### src/ssnf_pkg.sv
// Shared types and constants for the seven-segment number formatter.
`timescale 1ns / 1ps

package ssnf_pkg;

   // Widths fixed by the request and response fields.
   localparam int NUMBER_W = 28;
   localparam int TIME_W   = 7;
   localparam int COUNT_W  = 4;
   localparam int POS_W    = 3;
   localparam int SYM_W    = 4;
   localparam int LIMIT_W  = 27;

   // Symbol codes beyond the decimal digits.
   localparam logic [SYM_W-1:0] SYM_MINUS = 4'd10;

   // Time mode field limits.
   localparam logic [TIME_W-1:0] HOURS_MAX   = 7'd23;
   localparam logic [TIME_W-1:0] MINUTES_MAX = 7'd59;

   // Largest positive magnitude shown with n digits, indexed by n - 1.
   localparam logic [LIMIT_W-1:0] POS_LIMIT_TABLE [0:7] = '{
      27'd9, 27'd99, 27'd999, 27'd9999, 27'd99999,
      27'd999999, 27'd9999999, 27'd99999999
   };

   // Largest negative magnitude shown with n digits, indexed by n - 1.
   localparam logic [LIMIT_W-1:0] NEG_LIMIT_TABLE [0:7] = '{
      27'd0, 27'd9, 27'd99, 27'd999, 27'd9999,
      27'd99999, 27'd999999, 27'd9999999
   };

   // Quotient and remainder of the shared divide-by-ten unit.
   typedef struct packed {
      logic [NUMBER_W-1:0] quot;
      logic [SYM_W-1:0]    rem;
   } div_result_type;

   // One digit write toward the display.
   typedef struct packed {
      logic [POS_W-1:0] digit_position;
      logic [SYM_W-1:0] symbol;
      logic             dot;
      logic             last;
   } rsp_type;

endpackage

### src/ssnf_ctrl.sv
// Sequencer that steps the divide unit and issues one digit write per cycle.
`timescale 1ns / 1ps

module ssnf_ctrl
   import ssnf_pkg::*;
(
   input  logic                clock,
   input  logic                reset,
   input  logic                start,
   output logic                busy,
   input  logic                req_operation,
   input  logic [NUMBER_W-1:0] req_number,
   input  logic [TIME_W-1:0]   req_hours,
   input  logic [TIME_W-1:0]   req_minutes,
   input  logic [COUNT_W-1:0]  digit_count,
   output logic [NUMBER_W-1:0] div_operand,
   input  div_result_type      div_result,
   output logic                rsp_strobe,
   output rsp_type             rsp
);

   typedef enum logic [2:0] {
      ST_IDLE,
      ST_CHECK,
      ST_DIGITS,
      ST_SIGN,
      ST_DASH,
      ST_TIME
   } state_type;

   state_type           state_ff, state_in;
   logic [NUMBER_W-1:0] mag_ff, mag_in;
   logic [TIME_W-1:0]   hours_ff, hours_in;
   logic [TIME_W-1:0]   minutes_ff, minutes_in;
   logic                hbad_ff, hbad_in;
   logic                mbad_ff, mbad_in;
   logic                neg_ff, neg_in;
   logic [COUNT_W-1:0]  count_ff, count_in;
   logic [POS_W-1:0]    pos_ff, pos_in;
   logic                strobe_ff, strobe_in;
   rsp_type             rsp_ff, rsp_in;

   logic                accept;
   logic [NUMBER_W-1:0] raw;
   logic [COUNT_W-1:0]  pos_next;
   logic [POS_W-1:0]    limit_idx;
   logic                out_of_range;
   logic                stop;
   logic                sign_room;

   assign accept = start && (state_ff == ST_IDLE);
   assign busy   = (state_ff != ST_IDLE);
   assign raw    = req_number;

   // Time mode feeds hours then minutes; integer mode feeds the magnitude.
   always_comb begin
      if (state_ff == ST_TIME) begin
         div_operand = pos_ff[1] ? NUMBER_W'(hours_ff) : NUMBER_W'(minutes_ff);
      end else begin
         div_operand = mag_ff;
      end
   end

   // Range check against the limits for the latched digit count.
   assign limit_idx    = POS_W'(count_ff - 4'd1);
   assign out_of_range = neg_ff ? (mag_ff > NUMBER_W'(NEG_LIMIT_TABLE[limit_idx]))
                                : (mag_ff > NUMBER_W'(POS_LIMIT_TABLE[limit_idx]));

   // Digit loop exit and room for a sign to the left.
   assign pos_next  = {1'b0, pos_ff} + 4'd1;
   assign stop      = (div_result.quot == '0) || (pos_next >= count_ff);
   assign sign_room = neg_ff && (pos_next < count_ff);

   // Next state and next response.
   always_comb begin
      state_in   = state_ff;
      mag_in     = mag_ff;
      hours_in   = hours_ff;
      minutes_in = minutes_ff;
      hbad_in    = hbad_ff;
      mbad_in    = mbad_ff;
      neg_in     = neg_ff;
      count_in   = count_ff;
      pos_in     = pos_ff;
      strobe_in  = 1'b0;
      rsp_in     = rsp_ff;

      case (state_ff)
         ST_IDLE: begin
            if (accept) begin
               neg_in     = raw[NUMBER_W-1];
               mag_in     = raw[NUMBER_W-1] ? (~raw + 28'd1) : raw;
               hours_in   = req_hours;
               minutes_in = req_minutes;
               hbad_in    = req_hours > HOURS_MAX;
               mbad_in    = req_minutes > MINUTES_MAX;
               count_in   = digit_count;
               if (req_operation) begin
                  pos_in   = 3'd3;
                  state_in = ST_TIME;
               end else begin
                  pos_in   = 3'd0;
                  state_in = ST_CHECK;
               end
            end
         end
         ST_CHECK: begin
            state_in = out_of_range ? ST_DASH : ST_DIGITS;
         end
         ST_DIGITS: begin
            strobe_in             = 1'b1;
            rsp_in.digit_position = pos_ff;
            rsp_in.symbol         = div_result.rem;
            rsp_in.dot            = 1'b0;
            rsp_in.last           = stop && !sign_room;
            mag_in                = div_result.quot;
            if (stop && !sign_room) begin
               state_in = ST_IDLE;
            end else begin
               pos_in = pos_ff + 3'd1;
               if (stop) begin
                  state_in = ST_SIGN;
               end
            end
         end
         ST_SIGN: begin
            strobe_in             = 1'b1;
            rsp_in.digit_position = pos_ff;
            rsp_in.symbol         = SYM_MINUS;
            rsp_in.dot            = 1'b0;
            rsp_in.last           = 1'b1;
            state_in              = ST_IDLE;
         end
         ST_DASH: begin
            strobe_in             = 1'b1;
            rsp_in.digit_position = pos_ff;
            rsp_in.symbol         = SYM_MINUS;
            rsp_in.dot            = 1'b0;
            rsp_in.last           = (pos_next == count_ff);
            if (pos_next == count_ff) begin
               state_in = ST_IDLE;
            end else begin
               pos_in = pos_ff + 3'd1;
            end
         end
         ST_TIME: begin
            // Odd positions take the tens, even positions the units.
            strobe_in             = 1'b1;
            rsp_in.digit_position = pos_ff;
            if (pos_ff[1] ? hbad_ff : mbad_ff) begin
               rsp_in.symbol = SYM_MINUS;
            end else if (pos_ff[0]) begin
               rsp_in.symbol = div_result.quot[SYM_W-1:0];
            end else begin
               rsp_in.symbol = div_result.rem;
            end
            rsp_in.dot  = (pos_ff == 3'd2);
            rsp_in.last = (pos_ff == 3'd0);
            if (pos_ff == 3'd0) begin
               state_in = ST_IDLE;
            end else begin
               pos_in = pos_ff - 3'd1;
            end
         end
         default: begin
            state_in = ST_IDLE;
         end
      endcase
   end

   // State and registered outputs.
   always_ff @(posedge clock) begin
      if (reset) begin
         state_ff  <= ST_IDLE;
         strobe_ff <= 1'b0;
      end else begin
         state_ff  <= state_in;
         strobe_ff <= strobe_in;
      end
      mag_ff     <= mag_in;
      hours_ff   <= hours_in;
      minutes_ff <= minutes_in;
      hbad_ff    <= hbad_in;
      mbad_ff    <= mbad_in;
      neg_ff     <= neg_in;
      count_ff   <= count_in;
      pos_ff     <= pos_in;
      rsp_ff     <= rsp_in;
   end

   assign rsp_strobe = strobe_ff;
   assign rsp        = rsp_ff;

   // A write only follows a cycle in which the sequencer was working.
   assert property (@(posedge clock) disable iff (reset) rsp_strobe |-> $past(busy))
      else $error("write issued without a request in progress");

   // An accepted request keeps the block busy in the next cycle.
   assert property (@(posedge clock) disable iff (reset) (start && !busy) |=> busy)
      else $error("accepted request did not start the sequencer");

   // The final write of a request leaves the sequencer idle.
   assert property (@(posedge clock) disable iff (reset) (rsp_strobe && rsp.last) |-> !busy)
      else $error("sequencer still busy after final write");

   // A write that is not final means more writes are on the way.
   assert property (@(posedge clock) disable iff (reset) (rsp_strobe && !rsp.last) |-> busy)
      else $error("request ended without a final write");

   // Symbols never exceed the minus sign code.
   assert property (@(posedge clock) disable iff (reset) rsp_strobe |-> (rsp.symbol <= SYM_MINUS))
      else $error("symbol code out of range");

endmodule

### config.mk
export PLATFORM = sky130hd
export DESIGN_NAME = ssnf_ctrl
export DESIGN_NICKNAME = d
export VERILOG_FILES = /design/src/ssnf_pkg.sv /design/src/ssnf_ctrl.sv
export SDC_FILE = /design/constraint.sdc
export NUM_CORES = 1
export LEC_CHECK = 0
export BUFFER_PORTS_ARGS = -buffer_cell sky130_fd_sc_hd__buf_2
export CAP_MARGIN = 10
export CELL_PAD_IN_SITES_DETAIL_PLACEMENT = 0
export CELL_PAD_IN_SITES_GLOBAL_PLACEMENT = 1
export CORE_UTILIZATION = 42
export CTS_CLUSTER_DIAMETER = 100
export DETAILED_ROUTE_END_ITERATION = 7
export HOLD_SLACK_MARGIN = 0.06
export PLACE_DENSITY = 0.85
export RECOVER_POWER = 100
export SLEW_MARGIN = 20
export SYNTH_ARGS = -nofsm -noshare
export SYNTH_HDL_FRONTEND = slang
export SYNTH_SLANG_ARGS = --single-unit
### constraint.sdc
create_clock -name clock -period 4.7 [get_ports clock]
set_input_delay 0.235 -clock clock [delete_from_list [all_inputs] [get_ports clock]]
set_output_delay 0.235 -clock clock [all_outputs]
set_load 0.1 [all_outputs]
==> results.cfg <==
[status]
status = finished with violations
failed_checks = DRC, capacitance limit, slew limit

[global_route]
antenna_found_initial = 0
grt_pass1_wl_um = 21200
track_usage = 0.2204
grt_max_degree = 51
grt_pass1_vias = 4342
overflow = 0

[timing]
tightestPinTransition_ns = 1.815
slew_headroom = -0.2100
grt_setup_unrepaired = false
maxSlewViolCount = 82
finalHoldViolations = 0
min_period_ns = 3.738
tns_ns = 0
setup_violations = 0
fin_skew_ns = 0.003887
period_share = 0.7953
clock.fmax_mhz = 267.5
hold_ws_ns = 0.07559

[critical_path]
worst-r2r-setup-slack_ns = 0.96
reg2reg_depth = 12
worstPathArrival_ns = 3.96
crit_path_end_kind = flop
crit_type = flop to flop
timing.rr.end = state_ff[2]
required_ns = 4.92
critPathLaunchType = flop
worstReg2RegStart = count_ff[0]
crit_path_max_fanout = 15

[finish]
final_nets = 780
n_antenna_cell = 0
fin_util = 0.5154
nFillCells = 1093
fin_area_um2 = 5961
layout_common_cells = buf_2 (73), ha_1 (64), edfxtp_1 (61)
syn_to_final_growth_pct = 18.57
final_common_cell = buf_2
drive_gt1_frac = 0.1536

[min_path]
hold-path-endpoint = hours_ff[1]
min_from = req_hours[1]
holdPathStages = 1
hold_path.class = input pin to flop

[clocking]
clk_pin_slew_ns = 0.06
cts_tree = built
cts_root_buf = clkbuf_16
clkSinkCount = 65
clk_latency_ns = 0.33
postCtsResizedCells = 0
postCtsSetupBuffers = 0
clk_path_buf_depth = 2
cts_buffers = 9
cts_max_level = 3

[synth]
synth_cells = 518
ys_ff_latch = 65
synth.distinct_cells = 56
yosysWarningCount = 0
ys_seq_area_frac = 0.3803
syn_area_um2 = 5027
synth_edf_count = 61
async_flop_share = 0
syn_avg_cell_area_um2 = 9.705
syn-num-nets = 665
synth_ff_type = edfxtp_1

[floorplanning]
dieArea_um2 = 12410
die_w_um = 111.4
io_pins = 121
fp.dieH_um = 111.4
initial_core_util = 0.4347
core-area_um2 = 11560
row_count = 39

[power_and_ir_drop]
switching_share = 0.5353
p_sw_uw = 2004
power.density_nw_per_um2 = 628.0
finalPower_uw = 3743
vdd_ir_drop_max_v = 0.0002896
p_int_uw = 1740
p_comb_frac = 0.558
seq_power_share = 0.278
p_clk_frac = 0.164
p_leak_uw = 0.002411

[placement]
place_congestion = 0.8875
place_area_um2 = 5747
dpl.hpwl_um = 10480
port_buffers = 120

[routing]
drt_iter0_markers = 271
highest_layer = met4
wl_met1_um = 6067
vias_per_cell = 5.644
vias = 4408
met2_length_um = 6206
wl_met3_um = 717
routedWlPerCell_um = 17.10
drc = 11
wl_um = 13360
drt_pass1_iterations = 7
drt.antenna.violating_nets = 0

[run]
drv_cap = 2
cell type report:
| type | instances | area (um^2) | share of cell area |
|---|---|---|---|
| timing repair buffer | 125 | 573.1 | 0.09614 |
| multi-input combinational | 412 | 2949 | 0.4948 |
| clock buffer | 10 | 229.0 | 0.03841 |
| sequential | 65 | 1912 | 0.3207 |
| clock inverter | 6 | 43.79 | 0.007347 |
| inverter | 20 | 75.07 | 0.01259 |
| tap | 143 | 178.9 | 0.03002 |
synth_stat cells (all sizes together), types with 2 or more instances:
library cell,count,area share
or2,4,0.0050
o211ai,2,0.0030
o41ai,5,0.014
o31ai,14,0.021
o21a,2,0.0030
nor4,11,0.014
clkbuf,20,0.015
edfxtp,61,0.36
mux2,2,0.0045
nand4b,3,0.0052
a211o,2,0.0035
nand2b,7,0.0087
o21bai,4,0.0060
a32o,2,0.0040
ha,64,0.16
nor2b,6,0.0075
or3,7,0.0097
and2,23,0.029
nand3,8,0.0080
dfxtp,4,0.016
nand3b,2,0.0030
mux2i,8,0.016
nand2,57,0.043
o21ai,51,0.051
xnor2,2,0.0035
a21o,8,0.012
and3,2,0.0025
nor2,21,0.016
a211oi,5,0.0075
a21oi,28,0.028
inv,20,0.015
a31oi,5,0.0062
nor3,6,0.0060
nand4,8,0.010
xor2,27,0.047
per-stage QoR:
stage,instances,setup slack [ns]
floorplan,518,0.3062
global placement,763,1.147
detailed placement,763,0.9920
CTS,779,0.9781
global route,781,0.7069
finish,781,0.9619
critical path, stage by stage (launching register included):
cell	delay, ns
edfxtp_1	0.52
inv_1	0.20
ha_1	0.23
inv_1	0.10
ha_1	0.55
nand2_1	0.22
ha_1	0.36
nand4_1	0.10
or4b_2	0.67
nor4_1	0.30
a221oi_1	0.13
o211ai_1	0.15
nand3b_1	0.09
cells by family after synthesis:
family | count (synthesis) | share of synthesized area
buffers and inverters | 41 | 0.03210
xor gates and xnor gates | 29 | 0.05052
and+or+nand+nor | 170 | 0.1762
AOI/OAI and AO/OA | 138 | 0.1772
adders and majority gates | 65 | 0.1633
muxes | 10 | 0.02041
DFF | 65 | 0.3803
how the worst max path moves through the flow:
stage | to | startpoint | cells after the start | slack [ns]
final | state_ff[2] | count_ff[0] | 12 | 0.96
after global routing | state_ff[1] | count_ff[0] | 12 | 0.71
after detailed placement | state_ff[2] | count_ff[0] | 13 | 0.99
after global placement | state_ff[2] | count_ff[0] | 12 | 1.15
after CTS | state_ff[2] | count_ff[0] | 12 | 0.98
after floorplan | pos_ff[0] | state_ff[2] | 4 | 0.31
flip-flops by register name (all words and copies together) (netlist names):
| name | cells |
|---|---|
| neg_ff | 1 |
| hours_ff | 7 |
| state_ff | 3 |
| mag_ff | 28 |
| count_ff | 4 |
| pos_ff | 3 |
| mbad_ff | 1 |
| rsp_strobe | 1 |
| hbad_ff | 1 |
| rsp | 9 |
| minutes_ff | 7 |
routing by layer:
layer,GRT usage,vias up
li1,-,2168
met4,0.1009,0
met5,0,-
met1,0.2916,2044
met3,0.02722,32
met2,0.3617,164
power groups by stage:
| stage | logic, uW | registers, uW | clock network (uW) |
|---|---|---|---|
| after floorplan | 1470 | 1210 | 0 |
| after global placement | 2070 | 1040 | 0 |
| after detailed placement | 2100 | 1040 | 0 |
| after CTS | 2120 | 1030 | 622 |
| after global routing | 2230 | 1060 | 654 |
| final | 2090 | 1040 | 615 |
what timing repair did:
| action | in CTS | in global routing |
|---|---|---|
| endpoints found under the setup margin | 0 | 0 |
| hold buffers | 0 | 2 |
| endpoints found under the hold margin | 0 | 2 |
Note: power is estimated with default switching activity, not from simulation.
